File: src/hw/rtl/jsu_pkg.sv
// Shared types, constants and the UTF-8 encoder for the JSON string unescaper.
// No dependencies; jsu_decode, jsu_rsp_buf and the top level import it.
package jsu_pkg;

   // Result buffer sizing
   localparam int MaxRes = 6;
   localparam int CountW = $clog2(MaxRes + 1);
   localparam int IdxW   = $clog2(MaxRes);

   // Result kinds
   localparam logic [1:0] KIND_DATA = 2'd0;
   localparam logic [1:0] KIND_DONE = 2'd1;
   localparam logic [1:0] KIND_ERR  = 2'd2;

   // Error codes
   localparam logic [2:0] ERR_NONE       = 3'd0;
   localparam logic [2:0] ERR_EXP_STRING = 3'd1;
   localparam logic [2:0] ERR_UNTERM_STR = 3'd2;
   localparam logic [2:0] ERR_UNTERM_ESC = 3'd3;
   localparam logic [2:0] ERR_BAD_UESC   = 3'd4;
   localparam logic [2:0] ERR_BAD_ESC    = 3'd5;
   localparam logic [2:0] ERR_CTRL_CHAR  = 3'd6;

   // UTF-8 lead and continuation markers
   localparam logic [7:0] UTF8_LEAD2 = 8'hC0;
   localparam logic [7:0] UTF8_LEAD3 = 8'hE0;
   localparam logic [7:0] UTF8_LEAD4 = 8'hF0;
   localparam logic [7:0] UTF8_CONT  = 8'h80;

   typedef struct packed {
      logic [7:0] out_byte;
      logic [1:0] out_kind;
      logic [2:0] error_code;
   } jsu_res_type;

   // All results caused by one transaction, slot 0 first
   typedef struct packed {
      logic [CountW-1:0]            count;
      jsu_res_type [MaxRes-1:0]     slot;
   } jsu_list_type;

   // Status of the result buffer seen by the top level
   typedef struct packed {
      logic valid;
      logic last;
      logic can_load;
   } jsu_buf_status_type;

   typedef struct packed {
      logic [2:0]      len;
      logic [3:0][7:0] bytes;
   } jsu_utf8_type;

   // Encode one code point (up to 21 bits) as 1 to 4 UTF-8 bytes
   function automatic jsu_utf8_type jsu_utf8(input logic [20:0] cp);
      jsu_utf8_type r;
      r.bytes = '0;
      if (cp < 21'h80) begin
         r.len      = 3'd1;
         r.bytes[0] = cp[7:0];
      end else if (cp < 21'h800) begin
         r.len      = 3'd2;
         r.bytes[0] = UTF8_LEAD2 | {3'b000, cp[10:6]};
         r.bytes[1] = UTF8_CONT | {2'b00, cp[5:0]};
      end else if (cp < 21'h10000) begin
         r.len      = 3'd3;
         r.bytes[0] = UTF8_LEAD3 | {4'b0000, cp[15:12]};
         r.bytes[1] = UTF8_CONT | {2'b00, cp[11:6]};
         r.bytes[2] = UTF8_CONT | {2'b00, cp[5:0]};
      end else begin
         r.len      = 3'd4;
         r.bytes[0] = UTF8_LEAD4 | {5'b00000, cp[20:18]};
         r.bytes[1] = UTF8_CONT | {2'b00, cp[17:12]};
         r.bytes[2] = UTF8_CONT | {2'b00, cp[11:6]};
         r.bytes[3] = UTF8_CONT | {2'b00, cp[5:0]};
      end
      return r;
   endfunction

endpackage

File: src/hw/rtl/jsu_req_if.sv
// Input channel: one raw byte or an end-of-input marker per transaction.
// No dependencies.
interface jsu_req_if;
   logic       valid;
   logic       ready;
   logic [7:0] in_byte;
   logic       end_of_input;

   modport source (output valid, output in_byte, output end_of_input, input ready);
   modport sink   (input valid, input in_byte, input end_of_input, output ready);
endinterface

File: src/hw/rtl/jsu_rsp_if.sv
// Result channel: one decoded byte, completion or error per transaction.
// No dependencies.
interface jsu_rsp_if;
   logic       valid;
   logic       ready;
   logic [7:0] out_byte;
   logic [1:0] out_kind;
   logic [2:0] error_code;
   logic       last;

   modport source (output valid, output out_byte, output out_kind, output error_code,
                   output last, input ready);
   modport sink   (input valid, input out_byte, input out_kind, input error_code,
                   input last, output ready);
endinterface

File: src/hw/rtl/jsu_decode.sv
// Parser state and single-pass decode of one input transaction into its result list.
// Depends on jsu_pkg.
module jsu_decode
   import jsu_pkg::*;
(
   input  logic         clock,
   input  logic         reset,
   input  logic         accept,
   input  logic [7:0]   in_byte,
   input  logic         end_of_input,
   output jsu_list_type list
);

   // Parser modes
   localparam logic [2:0] M_WAIT = 3'd0;
   localparam logic [2:0] M_STR  = 3'd1;
   localparam logic [2:0] M_ESC  = 3'd2;
   localparam logic [2:0] M_HEX  = 3'd3;
   localparam logic [2:0] M_LOOK = 3'd4;
   localparam logic [2:0] M_DONE = 3'd5;
   localparam logic [2:0] M_ERR  = 3'd6;

   // Kinds of the main result of a transaction
   localparam logic [2:0] MK_NONE = 3'd0;
   localparam logic [2:0] MK_RAW  = 3'd1;
   localparam logic [2:0] MK_CP   = 3'd2;
   localparam logic [2:0] MK_DONE = 3'd3;
   localparam logic [2:0] MK_ERR  = 3'd4;

   // Characters
   localparam logic [7:0] CH_QUOTE   = 8'h22;
   localparam logic [7:0] CH_BSLASH  = 8'h5C;
   localparam logic [7:0] CH_SLASH   = 8'h2F;
   localparam logic [7:0] CH_LOWER_B = 8'h62;
   localparam logic [7:0] CH_LOWER_F = 8'h66;
   localparam logic [7:0] CH_LOWER_N = 8'h6E;
   localparam logic [7:0] CH_LOWER_R = 8'h72;
   localparam logic [7:0] CH_LOWER_T = 8'h74;
   localparam logic [7:0] CH_LOWER_U = 8'h75;
   localparam logic [7:0] CH_SPACE   = 8'h20;

   localparam logic [20:0] CP_REPLACE = 21'h00FFFD;
   localparam logic [20:0] CP_SUPP    = 21'h010000;
   localparam logic [2:0]  LOOK_LAST  = 3'd5;

   logic [2:0]  mode_ff, mode_in;
   logic [15:0] acc_ff, acc_in;
   logic [2:0]  cnt_ff, cnt_in;
   logic [9:0]  hi_ff, hi_in;

   logic        is_hex;
   logic [3:0]  digit;

   logic [2:0]  eff_mode;
   logic [15:0] eff_acc;
   logic [2:0]  eff_cnt;
   logic [2:0]  ab_mode;
   logic        look_ok;
   logic [15:0] look_acc;
   logic [15:0] hex_acc;
   logic        prefix;
   logic        run_str;
   logic        fin_en;
   logic [15:0] fin_val;
   logic [2:0]  main_kind;
   logic [7:0]  main_byte;
   logic [20:0] main_cp;
   logic [2:0]  main_err;

   jsu_utf8_type              enc;
   jsu_res_type [3:0]         mres;
   logic [2:0]                mcount;

   // Classify the byte as a hex digit
   always_comb begin
      is_hex = 1'b1;
      digit  = 4'd0;
      if (in_byte >= 8'h30 && in_byte <= 8'h39) begin
         digit = in_byte[3:0];
      end else if ((in_byte >= 8'h61 && in_byte <= 8'h66) ||
                   (in_byte >= 8'h41 && in_byte <= 8'h46)) begin
         digit = in_byte[3:0] + 4'd9;
      end else begin
         is_hex = 1'b0;
      end
   end

   // Decide the next state and the results of this transaction
   always_comb begin
      mode_in   = mode_ff;
      acc_in    = acc_ff;
      cnt_in    = cnt_ff;
      hi_in     = hi_ff;
      eff_mode  = mode_ff;
      eff_acc   = acc_ff;
      eff_cnt   = cnt_ff;
      prefix    = 1'b0;
      run_str   = 1'b0;
      fin_en    = 1'b0;
      fin_val   = '0;
      hex_acc   = '0;
      main_kind = MK_NONE;
      main_byte = '0;
      main_cp   = '0;
      main_err  = ERR_NONE;

      // Mode implied by the look-ahead bytes held so far
      if (cnt_ff == 3'd0) begin
         ab_mode = M_STR;
      end else if (cnt_ff == 3'd1) begin
         ab_mode = M_ESC;
      end else begin
         ab_mode = M_HEX;
      end

      if (cnt_ff == 3'd0) begin
         look_ok = (in_byte == CH_BSLASH);
      end else if (cnt_ff == 3'd1) begin
         look_ok = (in_byte == CH_LOWER_U);
      end else begin
         look_ok = is_hex;
      end
      look_acc = {acc_ff[11:0], digit};

      if (end_of_input) begin
         // Drop a pending look-ahead, then report where the input stopped
         if (mode_ff == M_LOOK) begin
            prefix   = 1'b1;
            eff_mode = ab_mode;
         end
         case (eff_mode)
            M_WAIT: main_err = ERR_EXP_STRING;
            M_STR:  main_err = ERR_UNTERM_STR;
            M_ESC:  main_err = ERR_UNTERM_ESC;
            M_HEX:  main_err = ERR_BAD_UESC;
            default: main_err = ERR_NONE;
         endcase
         if (main_err != ERR_NONE) begin
            main_kind = MK_ERR;
         end
         mode_in = M_WAIT;
         acc_in  = '0;
         cnt_in  = '0;
         hi_in   = '0;
      end else begin
         case (mode_ff)
            M_WAIT: begin
               if (in_byte == CH_QUOTE) begin
                  mode_in = M_STR;
               end else begin
                  main_kind = MK_ERR;
                  main_err  = ERR_EXP_STRING;
                  mode_in   = M_ERR;
               end
            end
            M_STR, M_ESC, M_HEX: begin
               run_str = 1'b1;
            end
            M_LOOK: begin
               if (!look_ok) begin
                  // Abandon look-ahead and reprocess the byte as string input
                  prefix   = 1'b1;
                  eff_mode = ab_mode;
                  eff_cnt  = cnt_ff - 3'd2;
                  run_str  = 1'b1;
               end else if (cnt_ff != LOOK_LAST) begin
                  cnt_in = cnt_ff + 3'd1;
                  if (cnt_ff >= 3'd2) begin
                     acc_in = look_acc;
                  end
               end else begin
                  cnt_in = '0;
                  acc_in = '0;
                  if (look_acc[15:10] == 6'b110111) begin
                     main_kind = MK_CP;
                     main_cp   = CP_SUPP + {1'b0, hi_ff, look_acc[9:0]};
                     mode_in   = M_STR;
                  end else begin
                     prefix  = 1'b1;
                     fin_en  = 1'b1;
                     fin_val = look_acc;
                  end
               end
            end
            default: begin
            end
         endcase

         if (run_str) begin
            case (eff_mode)
               M_STR: begin
                  mode_in = M_STR;
                  if (in_byte == CH_QUOTE) begin
                     main_kind = MK_DONE;
                     mode_in   = M_DONE;
                  end else if (in_byte == CH_BSLASH) begin
                     mode_in = M_ESC;
                  end else if (in_byte < CH_SPACE) begin
                     main_kind = MK_ERR;
                     main_err  = ERR_CTRL_CHAR;
                     mode_in   = M_ERR;
                  end else begin
                     main_kind = MK_RAW;
                     main_byte = in_byte;
                  end
               end
               M_ESC: begin
                  mode_in   = M_STR;
                  main_kind = MK_RAW;
                  case (in_byte)
                     CH_QUOTE:   main_byte = CH_QUOTE;
                     CH_BSLASH:  main_byte = CH_BSLASH;
                     CH_SLASH:   main_byte = CH_SLASH;
                     CH_LOWER_B: main_byte = 8'h08;
                     CH_LOWER_F: main_byte = 8'h0C;
                     CH_LOWER_N: main_byte = 8'h0A;
                     CH_LOWER_R: main_byte = 8'h0D;
                     CH_LOWER_T: main_byte = 8'h09;
                     CH_LOWER_U: begin
                        main_kind = MK_NONE;
                        mode_in   = M_HEX;
                        acc_in    = '0;
                        cnt_in    = '0;
                     end
                     default: begin
                        main_kind = MK_ERR;
                        main_err  = ERR_BAD_ESC;
                        mode_in   = M_ERR;
                     end
                  endcase
               end
               default: begin
                  // Hex digit of a \u escape
                  if (!is_hex) begin
                     main_kind = MK_ERR;
                     main_err  = ERR_BAD_UESC;
                     mode_in   = M_ERR;
                  end else begin
                     hex_acc = {eff_acc[11:0], digit};
                     if (eff_cnt[1:0] == 2'd3) begin
                        cnt_in  = '0;
                        fin_en  = 1'b1;
                        fin_val = hex_acc;
                     end else begin
                        mode_in = M_HEX;
                        acc_in  = hex_acc;
                        cnt_in  = {1'b0, eff_cnt[1:0]} + 3'd1;
                     end
                  end
               end
            endcase
         end

         // Complete a \u value: hold a high surrogate, replace a lone low one
         if (fin_en) begin
            if (fin_val[15:10] == 6'b110110) begin
               hi_in   = fin_val[9:0];
               acc_in  = '0;
               cnt_in  = '0;
               mode_in = M_LOOK;
            end else begin
               main_kind = MK_CP;
               main_cp   = (fin_val[15:10] == 6'b110111) ? CP_REPLACE : {5'd0, fin_val};
               mode_in   = M_STR;
            end
         end
      end
   end

   // Expand the main result into its entries
   always_comb begin
      enc    = jsu_utf8(main_cp);
      mres   = '0;
      mcount = 3'd0;
      case (main_kind)
         MK_RAW: begin
            mcount  = 3'd1;
            mres[0] = '{out_byte: main_byte, out_kind: KIND_DATA, error_code: ERR_NONE};
         end
         MK_CP: begin
            mcount = enc.len;
            for (int j = 0; j < 4; j++) begin
               mres[j] = '{out_byte: enc.bytes[j], out_kind: KIND_DATA,
                           error_code: ERR_NONE};
            end
         end
         MK_DONE: begin
            mcount  = 3'd1;
            mres[0] = '{out_byte: 8'h00, out_kind: KIND_DONE, error_code: ERR_NONE};
         end
         MK_ERR: begin
            mcount  = 3'd1;
            mres[0] = '{out_byte: 8'h00, out_kind: KIND_ERR, error_code: main_err};
         end
         default: begin
            mcount = 3'd0;
         end
      endcase
   end

   // Place an optional U+FFFD ahead of the main entries
   always_comb begin
      list.slot = '0;
      if (prefix) begin
         list.slot[0] = '{out_byte: 8'hEF, out_kind: KIND_DATA, error_code: ERR_NONE};
         list.slot[1] = '{out_byte: 8'hBF, out_kind: KIND_DATA, error_code: ERR_NONE};
         list.slot[2] = '{out_byte: 8'hBD, out_kind: KIND_DATA, error_code: ERR_NONE};
         list.slot[3] = mres[0];
         list.slot[4] = mres[1];
         list.slot[5] = mres[2];
         list.count   = CountW'(mcount) + CountW'(3);
      end else begin
         list.slot[0] = mres[0];
         list.slot[1] = mres[1];
         list.slot[2] = mres[2];
         list.slot[3] = mres[3];
         list.count   = CountW'(mcount);
      end
   end

   // Advance the parser state on each accepted transaction
   always_ff @(posedge clock) begin
      if (reset) begin
         mode_ff <= M_WAIT;
         acc_ff  <= '0;
         cnt_ff  <= '0;
         hi_ff   <= '0;
      end else if (accept) begin
         mode_ff <= mode_in;
         acc_ff  <= acc_in;
         cnt_ff  <= cnt_in;
         hi_ff   <= hi_in;
      end
   end

   a_end_restarts: assert property (@(posedge clock) disable iff (reset)
      accept && end_of_input |=> mode_ff == M_WAIT)
      else $error("end of input did not return the parser to waiting");

   a_hex_count: assert property (@(posedge clock) disable iff (reset)
      mode_ff == M_HEX |-> cnt_ff <= 3'd3)
      else $error("hex digit count out of range");

   a_look_count: assert property (@(posedge clock) disable iff (reset)
      mode_ff == M_LOOK |-> cnt_ff <= LOOK_LAST)
      else $error("look-ahead position out of range");

endmodule

File: src/hw/rtl/jsu_rsp_buf.sv
// Result buffer: holds one transaction's result list, drained one entry per ready cycle.
// Depends on jsu_pkg.
module jsu_rsp_buf
   import jsu_pkg::*;
(
   input  logic               clock,
   input  logic               reset,
   input  logic               load,
   input  jsu_list_type       list,
   input  logic               rsp_ready,
   output jsu_res_type        rsp_res,
   output jsu_buf_status_type status
);

   jsu_res_type [MaxRes-1:0] bank_ff;
   logic [CountW-1:0]        cnt_ff;
   logic [IdxW-1:0]          rd_ff;
   logic                     fire;

   assign status.valid    = (cnt_ff != '0);
   assign status.last     = (rd_ff == IdxW'(cnt_ff - CountW'(1)));
   assign fire            = status.valid && rsp_ready;
   assign status.can_load = !status.valid || (fire && status.last);
   assign rsp_res         = bank_ff[rd_ff];

   // Hold payload of the current list
   always_ff @(posedge clock) begin
      if (load) begin
         bank_ff <= list.slot;
      end
   end

   // Track fill and read position; empty when the final entry is taken
   always_ff @(posedge clock) begin
      if (reset) begin
         cnt_ff <= '0;
         rd_ff  <= '0;
      end else if (load) begin
         cnt_ff <= list.count;
         rd_ff  <= '0;
      end else if (fire) begin
         if (status.last) begin
            cnt_ff <= '0;
            rd_ff  <= '0;
         end else begin
            rd_ff <= rd_ff + IdxW'(1);
         end
      end
   end

   a_rd_in_range: assert property (@(posedge clock) disable iff (reset)
      cnt_ff != '0 |-> CountW'(rd_ff) < cnt_ff)
      else $error("read position beyond fill count");

   a_count_bound: assert property (@(posedge clock) disable iff (reset)
      cnt_ff <= CountW'(MaxRes))
      else $error("fill count above buffer depth");

   a_drain_empties: assert property (@(posedge clock) disable iff (reset)
      fire && status.last && !load |=> cnt_ff == '0)
      else $error("buffer not empty after final entry taken");

endmodule

File: src/hw/rtl/json_string_unescape.sv
// JSON string unescaper top level: decoder plus result buffer on valid/ready channels.
// Depends on jsu_pkg, jsu_req_if, jsu_rsp_if, jsu_decode and jsu_rsp_buf.
//
// Decodes one quoted JSON string literal, one input byte per transaction, into UTF-8
// result transactions (data byte, string complete, or error with a code). The parser
// state advances in the cycle a byte is accepted, and all results of that byte are
// written into a six-entry result buffer at once. While the result channel is ready, a
// byte that causes zero or one result does not hold up the input, so the block sustains
// one byte per cycle; a byte that causes several results (up to six, e.g. a \u escape
// that becomes a multi-byte UTF-8 sequence) holds the input while the buffer drains one
// result per cycle. The next byte is accepted in the same cycle as the final result of the
// previous one is taken. The last flag marks the final result of each input byte. An
// end-of-input transaction always returns the parser to waiting for an opening quote.
module json_string_unescape
   import jsu_pkg::*;
(
   input  logic           clock,
   input  logic           reset,
   jsu_req_if.sink        req_chan,
   jsu_rsp_if.source      rsp_chan
);

   logic               accept;
   jsu_list_type       list;
   jsu_res_type        rsp_res;
   jsu_buf_status_type status;

   // Take a transaction whenever the buffer is free or frees this cycle
   assign req_chan.ready = status.can_load;
   assign accept         = req_chan.valid && status.can_load;

   jsu_decode u_decode (
      .clock        (clock),
      .reset        (reset),
      .accept       (accept),
      .in_byte      (req_chan.in_byte),
      .end_of_input (req_chan.end_of_input),
      .list         (list)
   );

   jsu_rsp_buf u_rsp_buf (
      .clock     (clock),
      .reset     (reset),
      .load      (accept),
      .list      (list),
      .rsp_ready (rsp_chan.ready),
      .rsp_res   (rsp_res),
      .status    (status)
   );

   // Drive the result channel from the buffer head
   assign rsp_chan.valid      = status.valid;
   assign rsp_chan.out_byte   = rsp_res.out_byte;
   assign rsp_chan.out_kind   = rsp_res.out_kind;
   assign rsp_chan.error_code = rsp_res.error_code;
   assign rsp_chan.last       = status.last;

endmodule
File: src/flat_wrapper.sv
// flat-port wrapper written by rule: the top's interface ports become plain ports
module json_string_unescape_flat import jsu_pkg::*;
  (clock, reset, req_chan_valid, req_chan_in_byte, req_chan_end_of_input, req_chan_ready, rsp_chan_valid, rsp_chan_out_byte, rsp_chan_out_kind, rsp_chan_error_code, rsp_chan_last, rsp_chan_ready);
  jsu_req_if req_chan_i ();
  jsu_rsp_if rsp_chan_i ();
  input  logic clock;
  input  logic reset;
  input wire logic [$bits(req_chan_i.valid)-1:0] req_chan_valid;
  input wire logic [$bits(req_chan_i.in_byte)-1:0] req_chan_in_byte;
  input wire logic [$bits(req_chan_i.end_of_input)-1:0] req_chan_end_of_input;
  output wire logic [$bits(req_chan_i.ready)-1:0] req_chan_ready;
  output wire logic [$bits(rsp_chan_i.valid)-1:0] rsp_chan_valid;
  output wire logic [$bits(rsp_chan_i.out_byte)-1:0] rsp_chan_out_byte;
  output wire logic [$bits(rsp_chan_i.out_kind)-1:0] rsp_chan_out_kind;
  output wire logic [$bits(rsp_chan_i.error_code)-1:0] rsp_chan_error_code;
  output wire logic [$bits(rsp_chan_i.last)-1:0] rsp_chan_last;
  input wire logic [$bits(rsp_chan_i.ready)-1:0] rsp_chan_ready;
  assign req_chan_i.valid = req_chan_valid;
  assign req_chan_i.in_byte = req_chan_in_byte;
  assign req_chan_i.end_of_input = req_chan_end_of_input;
  assign req_chan_ready = req_chan_i.ready;
  assign rsp_chan_valid = rsp_chan_i.valid;
  assign rsp_chan_out_byte = rsp_chan_i.out_byte;
  assign rsp_chan_out_kind = rsp_chan_i.out_kind;
  assign rsp_chan_error_code = rsp_chan_i.error_code;
  assign rsp_chan_last = rsp_chan_i.last;
  assign rsp_chan_i.ready = rsp_chan_ready;
  json_string_unescape u_core (.clock(clock), .reset(reset), .req_chan(req_chan_i), .rsp_chan(rsp_chan_i));
endmodule
File: config.mk
export PLATFORM = sky130hd
export DESIGN_NAME = json_string_unescape_flat
export DESIGN_NICKNAME = d
export VERILOG_FILES = /design/src/hw/rtl/jsu_pkg.sv /design/src/hw/rtl/jsu_req_if.sv /design/src/hw/rtl/jsu_rsp_if.sv /design/src/hw/rtl/jsu_decode.sv /design/src/hw/rtl/jsu_rsp_buf.sv /design/src/hw/rtl/json_string_unescape.sv /design/src/flat_wrapper.sv
export SDC_FILE = /design/constraint.sdc
export NUM_CORES = 1
export LEC_CHECK = 0
export BUFFER_PORTS_ARGS = -buffer_cell sky130_fd_sc_hd__buf_2
export CAP_MARGIN = 20
export CELL_PAD_IN_SITES_DETAIL_PLACEMENT = 2
export CELL_PAD_IN_SITES_GLOBAL_PLACEMENT = 2
export CORE_MARGIN = 5
export CORE_UTILIZATION = 30
export CTS_BUF_LIST = sky130_fd_sc_hd__clkbuf_4 sky130_fd_sc_hd__clkbuf_8 sky130_fd_sc_hd__clkbuf_16
export CTS_CLUSTER_SIZE = 10
export DETAILED_ROUTE_END_ITERATION = 16
export MAX_ROUTING_LAYER = met4
export PLACE_DENSITY_LB_ADDON = 0.1
export SETUP_SLACK_MARGIN = 0.5
export SYNTH_ARGS = -nofsm -noshare
export SYNTH_HDL_FRONTEND = slang
export SYNTH_SLANG_ARGS = --single-unit
File: constraint.sdc
create_clock -name clock -period 7.75 [get_ports clock]
set_clock_uncertainty 0.15 [all_clocks]
set_input_delay 0.3875 -clock clock [delete_from_list [all_inputs] [get_ports clock]]
set_output_delay 0.3875 -clock clock [all_outputs]
set_load 0.05 [all_outputs]
==> flow_summary.toml, run 1 <==
[outcome]
status = "complete, no violations"

[grt]
grt_max_degree = 49
grt_overflow = 0
grt_pass1_vias = 6050
grt_use_total = 0.216
grt_pass1_wl_mm = 38.3
antenna_found_initial = 0

[worst_setup_path]
worstSetupPathType = "input pin to register"
path_max_fanout = 16
slowest_stage = "a211oi_2"
critPathLaunchType = "input pin"
path_buf_inv = 3
critical_path.top_delay_family = "compound AO/OA/AOI/OAI gates"
arrival_ns = 5.71
worst_setup_path_end_kind = "register"
required_ns = 7.83
slowest_delay_ns = 0.63
path_cells = "buf_2 > inv_1 > ha_1 > or4b_1 > o2111a_1 > nor4_4 > buf_4 > mux2i_2 > nor2_1 > xor2_1 > ha_1 > and4b_1 > a31oi_1 > a41oi_1 > a22o_1 > a211oi_2 > nand2_1 > a41oi_1 > and2_1"

[clocking]
cts_made_buffers = 9
cts_tree = "built"
cts.sinks = 88
ctsResizeCount = 0
cts.path.max_buffers = 2
h-tree-depth = 3
clk_pin_slew_ns = 0.07
cts_setup_buffers = 0
clk_latency_ns = 0.36
cts_root_buffer = "clkbuf_16"
cts_hold_buf = 0

[drt]
wirelength_mm = 24.8
drt-vias-per-instance = 6.01
ant_nets = 0
drt_first_pass_iters = 5
drc = 0
drt_iter0_drc = 372
vias = 5936
wl_per_cell_um = 25.1

[placement]
post_dp_cell_area_um2 = 6470
gp_congestion = 0.911
port-buffer-count = 28
dp_hpwl_mm = 19.1
placed_cells = 970
dp_slack_ns = 1.79

[min_path]
hp-class = "input pin to register"

[synthesis]
synth_top_area_share = 0.266
yosysSeqAreaShare = 0.377
yosysUniqueCellTypes = 86
ys_top_cells_by_count = "nor2_1, nand2_1, edfxtp_1, a21oi_1, nand3_1"
syn_area_um2 = 6110
synth_area_leaders = "edfxtp_1, dfxtp_1, nor2_1"
synth-seq-cells = 88
yosysMostFrequentCell = "nor2_1"
ys_warn_count = 0
synth-edff-count = 54
yosys.area.top_type = "edfxtp_1"
async_flop_share = 0
synth_cells = 707
synthFlopType = "edfxtp_1"
syn-num-nets = 730
syn_avg_cell_area_um2 = 8.64

[sta]
rsz0062_at_grt = "no"
finalHoldViolCount = 0
fin_crit_sh = 0.726
setup_ws_ns = 2.12
worstMarginPinSlew_ns = 0.902
period_minus_slack_ns = 5.63
fin_setup_tns_ns = 0
setup_viol = 0
slew_headroom = 0.397
whs_ns = 0.297
fmax_mhz = 178
drv_slew = 0

[final_layout]
drive_above_1_share = 0.126
areaGrowthSynthToFinish_pct = 10.8
fin_util = 0.336
antenna_cells = 0
final_cells = 987
fill_cells = 2284
stdcell_area_um2 = 6770
finalNetCount = 735

[power_and_ir_drop]
fin_total_pwr_mw = 1.25
peakVddDrop_v = 0.0000924
power_density_nw_per_um2 = 185
leakage_nw = 2.35

[floorplanning]
dieArea_um2 = 23300
start_util = 0.303
die_h_um = 153
io_pins = 29
core_um2 = 20200
row_count = 52
die_x_um = 153

[flow_run]
drv_cap = 0
layout by cell type (no fill, tap or decap), drive strengths merged, types with 10 or more instances in the layout:
master | Yosys | final
nor3 | 20 | 20
o21ai | 44 | 44
dfxtp | 34 | 34
nor2 | 83 | 83
nand2 | 63 | 63
a31oi | 12 | 12
a22oi | 19 | 19
inv | 22 | 25
mux2i | 12 | 12
nand3 | 38 | 38
and3 | 10 | 10
ha | 10 | 10
o22ai | 11 | 11
a21oi | 46 | 46
buf | 14 | 39
edfxtp | 54 | 54
power breakdown:
group	internal (mW)	switching [mW]	total [mW]
clock network	0.223	0.206	0.429
registers	0.541	0.0172	0.558
logic	0.0736	0.190	0.264
total	0.838	0.413	1.25
tightest hold or removal path, cell delays in order:
cell	delay (ns)
buf_2	0.12
nand2_1	0.08
a22oi_1	0.09
nor2_1	0.08
routing by layer:
metal	track usage	vias up	share of wire
li1	-	2718	-
met1	0.291	3022	0.47
met2	0.344	161	0.47
met3	0.0298	35	0.042
met4	0.0522	0	0.020
met5	-	-	0
state kept, by name (all words and copies together) (netlist names):
name	count
u_core.u_decode.cnt_ff	3
u_core.u_decode.acc_ff	12
u_core.u_rsp_buf.bank_ff	54
u_core.u_decode.mode_ff	3
u_core.u_decode.hi_ff	10
u_core.u_rsp_buf.rd_ff	3
u_core.u_rsp_buf.cnt_ff	3
final timing paths:
path,cells past startpoint,endpoint,startpoint,slack (ns)
worst max-delay path,19,u_core.u_rsp_buf.bank_ff[48]$_DFFE_PP_,req_chan_in_byte[1],2.12
worst min-delay path,4,u_core.u_rsp_buf.cnt_ff[2]$_SDFFE_PP0P_,rsp_chan_ready,0.30
worst max register to register,13,u_core.u_rsp_buf.bank_ff[48]$_DFFE_PP_,u_core.u_decode.cnt_ff[2]$_SDFFE_PP0P_,2.80
worst min register to register,2,u_core.u_decode.hi_ff[0]$_SDFFE_PP0P_,u_core.u_decode.hi_ff[0]$_SDFFE_PP0P_,0.31
cell families after synthesis:
family,after synthesis,synth area share
and+or+nand+nor,289,0.242
AOI/OAI and AO/OA,224,0.255
DFF,88,0.377
buffers and inverters,68,0.0445
muxes,19,0.0461
adders and majority gates,10,0.0205
xor gates and xnor gates,9,0.0154
final cells by class:
cell class / instances / area, µm² / share of cell area
multi-input cells: 551 / 3530 / 0.522
flip-flops and latches: 88 / 2300 / 0.340
well taps: 270 / 338 / 0.0499
clock buffers: 9 / 225 / 0.0333
repair buffers: 39 / 223 / 0.0329
inverters: 23 / 86.3 / 0.0128
clock inverters: 7 / 61.3 / 0.00906
(Power assumes the default switching activity.)
==> inputs of run 2 (changes only) <==
--- a/config.mk
+++ b/config.mk
@@ -5,6 +5,7 @@
 export SDC_FILE = /design/constraint.sdc
 export NUM_CORES = 1
 export LEC_CHECK = 0
+export ABC_AREA = 1
 export BUFFER_PORTS_ARGS = -buffer_cell sky130_fd_sc_hd__buf_2
 export CAP_MARGIN = 20
 export CELL_PAD_IN_SITES_DETAIL_PLACEMENT = 2
==> constraint.sdc (replaced) <==
create_clock -name clock -period 5.18 [get_ports clock]
set_clock_uncertainty 0.15 [all_clocks]
set_input_delay 0.259 -clock clock [delete_from_list [all_inputs] [get_ports clock]]
set_output_delay 0.259 -clock clock [all_outputs]
set_load 0.05 [all_outputs]
==> run 2 against run 1 <==
Clock power up 56%. First-iteration DRC count down 28%. Global-route usage up 0.29 points. Synthesized cell count up 32%. Sequential power up 54%. Final area up 7.5%. Setup slack worse by 1.4 ns. Register-to-register slack worse by 2.0 ns. Critical path depth up 2.
==> flow_summary.toml, run 2 <==
[grt]
grt_pass1_wl_mm = 41.2
grt_overflow = 0
grt_pass1_vias = 7120
grt_use_total = 0.218
antenna_found_initial = 0
grt_max_degree = 58

[drt]
wirelength_mm = 25.8
drt_first_pass_iters = 4
wl_per_cell_um = 20.9
drt-vias-per-instance = 5.27
vias = 6514
ant_nets = 0
drt_iter0_drc = 266
drc = 0

[final_layout]
top_regs = "u_core.u_rsp_buf.bank_ff x54, u_core.u_decode.acc_ff x12, u_core.u_decode.hi_ff x10"
finalNetCount = 974
antenna_cells = 0
largest_reg_flops = 54
drive_above_1_share = 0.135
areaGrowthSynthToFinish_pct = 11.4
final_common_cell = "nand2_1"
final_cells = 1236
top_register = "u_core.u_rsp_buf.bank_ff"
final_cell_mix = "nand2_1, inv_1, nor2_1, o21ai_0, nand3_1"

[clocking]
ctsResizeCount = 0
cts_root_buffer = "clkbuf_16"
cts_made_buffers = 9
cts_tree = "built"
cts.path.max_buffers = 2
cts_setup_buffers = 0
clk_pin_slew_ns = 0.08
cts.sinks = 88
cts_hold_buf = 0
clk_latency_ns = 0.35
h-tree-depth = 3

[synthesis]
yosysUniqueCellTypes = 55
syn_avg_cell_area_um2 = 7.01
yosysMostFrequentCell = "nand2_1"
syn-num-nets = 955
synth_area_leaders = "edfxtp_1, nand2_1, dfxtp_1"
ys_warn_count = 0
async_flop_share = 0
yosysSeqAreaShare = 0.352
synth_top_area_share = 0.248
syn_area_um2 = 6530
yosys.area.top_type = "edfxtp_1"
synth-edff-count = 54
synth-seq-cells = 88
ys_top_cells_by_count = "nand2_1, inv_1, nor2_1, o21ai_0, nand3_1"
synth_cells = 932
synthFlopType = "edfxtp_1"

[sta]
period_minus_slack_ns = 4.41
slew_headroom = 0.367
worstMarginPinSlew_ns = 0.947
rsz0062_at_grt = "yes"
finalHoldViolCount = 0
fmax_mhz = 227
setup_viol = 0
fin_setup_tns_ns = 0
drv_slew = 0
fin_crit_sh = 0.852

[floorplanning]
io_pins = 29
row_count = 54
die_x_um = 158
start_util = 0.302
die_h_um = 158
core_um2 = 21600
dieArea_um2 = 24800

[worst_setup_path]
path_max_fanout = 15
worst_path_most_repeated_cell = "nand2_1"
critPathLaunchType = "register"
arrival_ns = 4.55
slowest_delay_ns = 0.51
worst_setup_path_end_kind = "register"
path_cells = "inv_1 > nor3_1 > clkinv_1 > nor2_1 > nand2_1 > a21oi_4 > nand3_4 > nand2_4 > o21ai_0 > nand2_1 > nand3_2 > nor2_2 > nand2_1 > nand2_1 > nand2_1 > ha_1 > nand2_1 > nand2_1 > inv_1 > nand2_1 > a21oi_1"
slowest_stage = "nor3_1"
required_ns = 5.32
worstSetupPathType = "register to register"

[power_and_ir_drop]
power_density_nw_per_um2 = 284
peakVddDrop_v = 0.000160
leakage_nw = 3.15

[placement]
port-buffer-count = 28
dp_hpwl_mm = 20.6
placed_cells = 1220
gp_congestion = 0.874

[flow_run]
drv_cap = 0

[outcome]
status = "complete, no violations"

[min_path]
hp-class = "input pin to register"
[run 2: worst paths after layout]
check	from	to	slack, ns	cells after the start
worst max register to register	u_core.u_decode.cnt_ff[0]$_SDFFE_PP0P_	u_core.u_rsp_buf.cnt_ff[1]$_SDFFE_PP0P_	0.77	21
worst min register to register	u_core.u_decode.hi_ff[2]$_SDFFE_PP0P_	u_core.u_decode.hi_ff[2]$_SDFFE_PP0P_	0.33	2
worst max-delay path	u_core.u_decode.cnt_ff[0]$_SDFFE_PP0P_	u_core.u_rsp_buf.cnt_ff[1]$_SDFFE_PP0P_	0.77	21
worst min-delay path	reset	u_core.u_decode.hi_ff[6]$_SDFFE_PP0P_	0.13	2
[run 2: cells by family (layout without fill, tap and decap cells)]
logic type / after synthesis / after routing / share of synthesized area
AOI/OAI and AO/OA: 200 / 200 / 0.182
adders and majority gates: 10 / 10 / 0.0191
xor gates and xnor gates: 6 / 6 / 0.00804
buffers and inverters: 152 / 176 / 0.0957
muxes: 1 / 1 / 0.00172
DFF: 88 / 88 / 0.352
and+or+nand+nor: 475 / 475 / 0.341
[run 2: worst max-delay path: cells and delay by family, from the launching register on]
family / cells / cell delay (ns)
adder cells (fa/ha/maj): 1 / 0.27
AO/OA/AOI/OAI: 3 / 0.51
flip-flops: 1 / 0.47
buffers and inverters: 3 / 0.44
AND/OR/NAND/NOR: 14 / 2.50
[run 2: stage by stage]
stage | total power, mW | cell area [µm²] | utilization | worst slack, ns | hold WS (ns)
after floorplan | 1.24 | 6530 | - | 0.983 | 0.287
after global placement | 1.40 | 6960 | 0.322 | 0.593 | 0.307
after detailed placement | 1.42 | 6960 | 0.322 | 0.330 | 0.320
after CTS | 2.09 | 7260 | 0.336 | 0.672 | 0.118
after global routing | 2.17 | 7280 | 0.337 | 0.393 | 0.139
final | 2.06 | 7280 | 0.337 | 0.766 | 0.126
[run 2: report_power, final]
group / total, mW / switching, mW / leakage (nW) / internal (mW)
registers: 0.861 / 0.0286 / 0.815 / 0.832
logic: 0.535 / 0.409 / 2.19 / 0.125
clock network: 0.669 / 0.327 / 0.148 / 0.342
total: 2.06 / 0.765 / 3.15 / 1.30
[run 2: routing by layer]
metal | vias up | GRT usage | wire (µm)
li1 | 3181 | - | -
met1 | 3231 | 0.282 | 12300
met2 | 75 | 0.367 | 12500
met3 | 27 | 0.0238 | 403
met4 | 0 | 0.0574 | 586
met5 | - | - | 0
[run 2: final cells by class]
class | count | area [µm²]
multi-input cells | 692 | 3630
clock inverters | 7 | 71.3
clock buffers | 9 | 225
fillers | 2624 | 14300
well taps | 280 | 350
inverters | 117 | 443
flip-flops and latches | 88 | 2300
repair buffers | 43 | 253
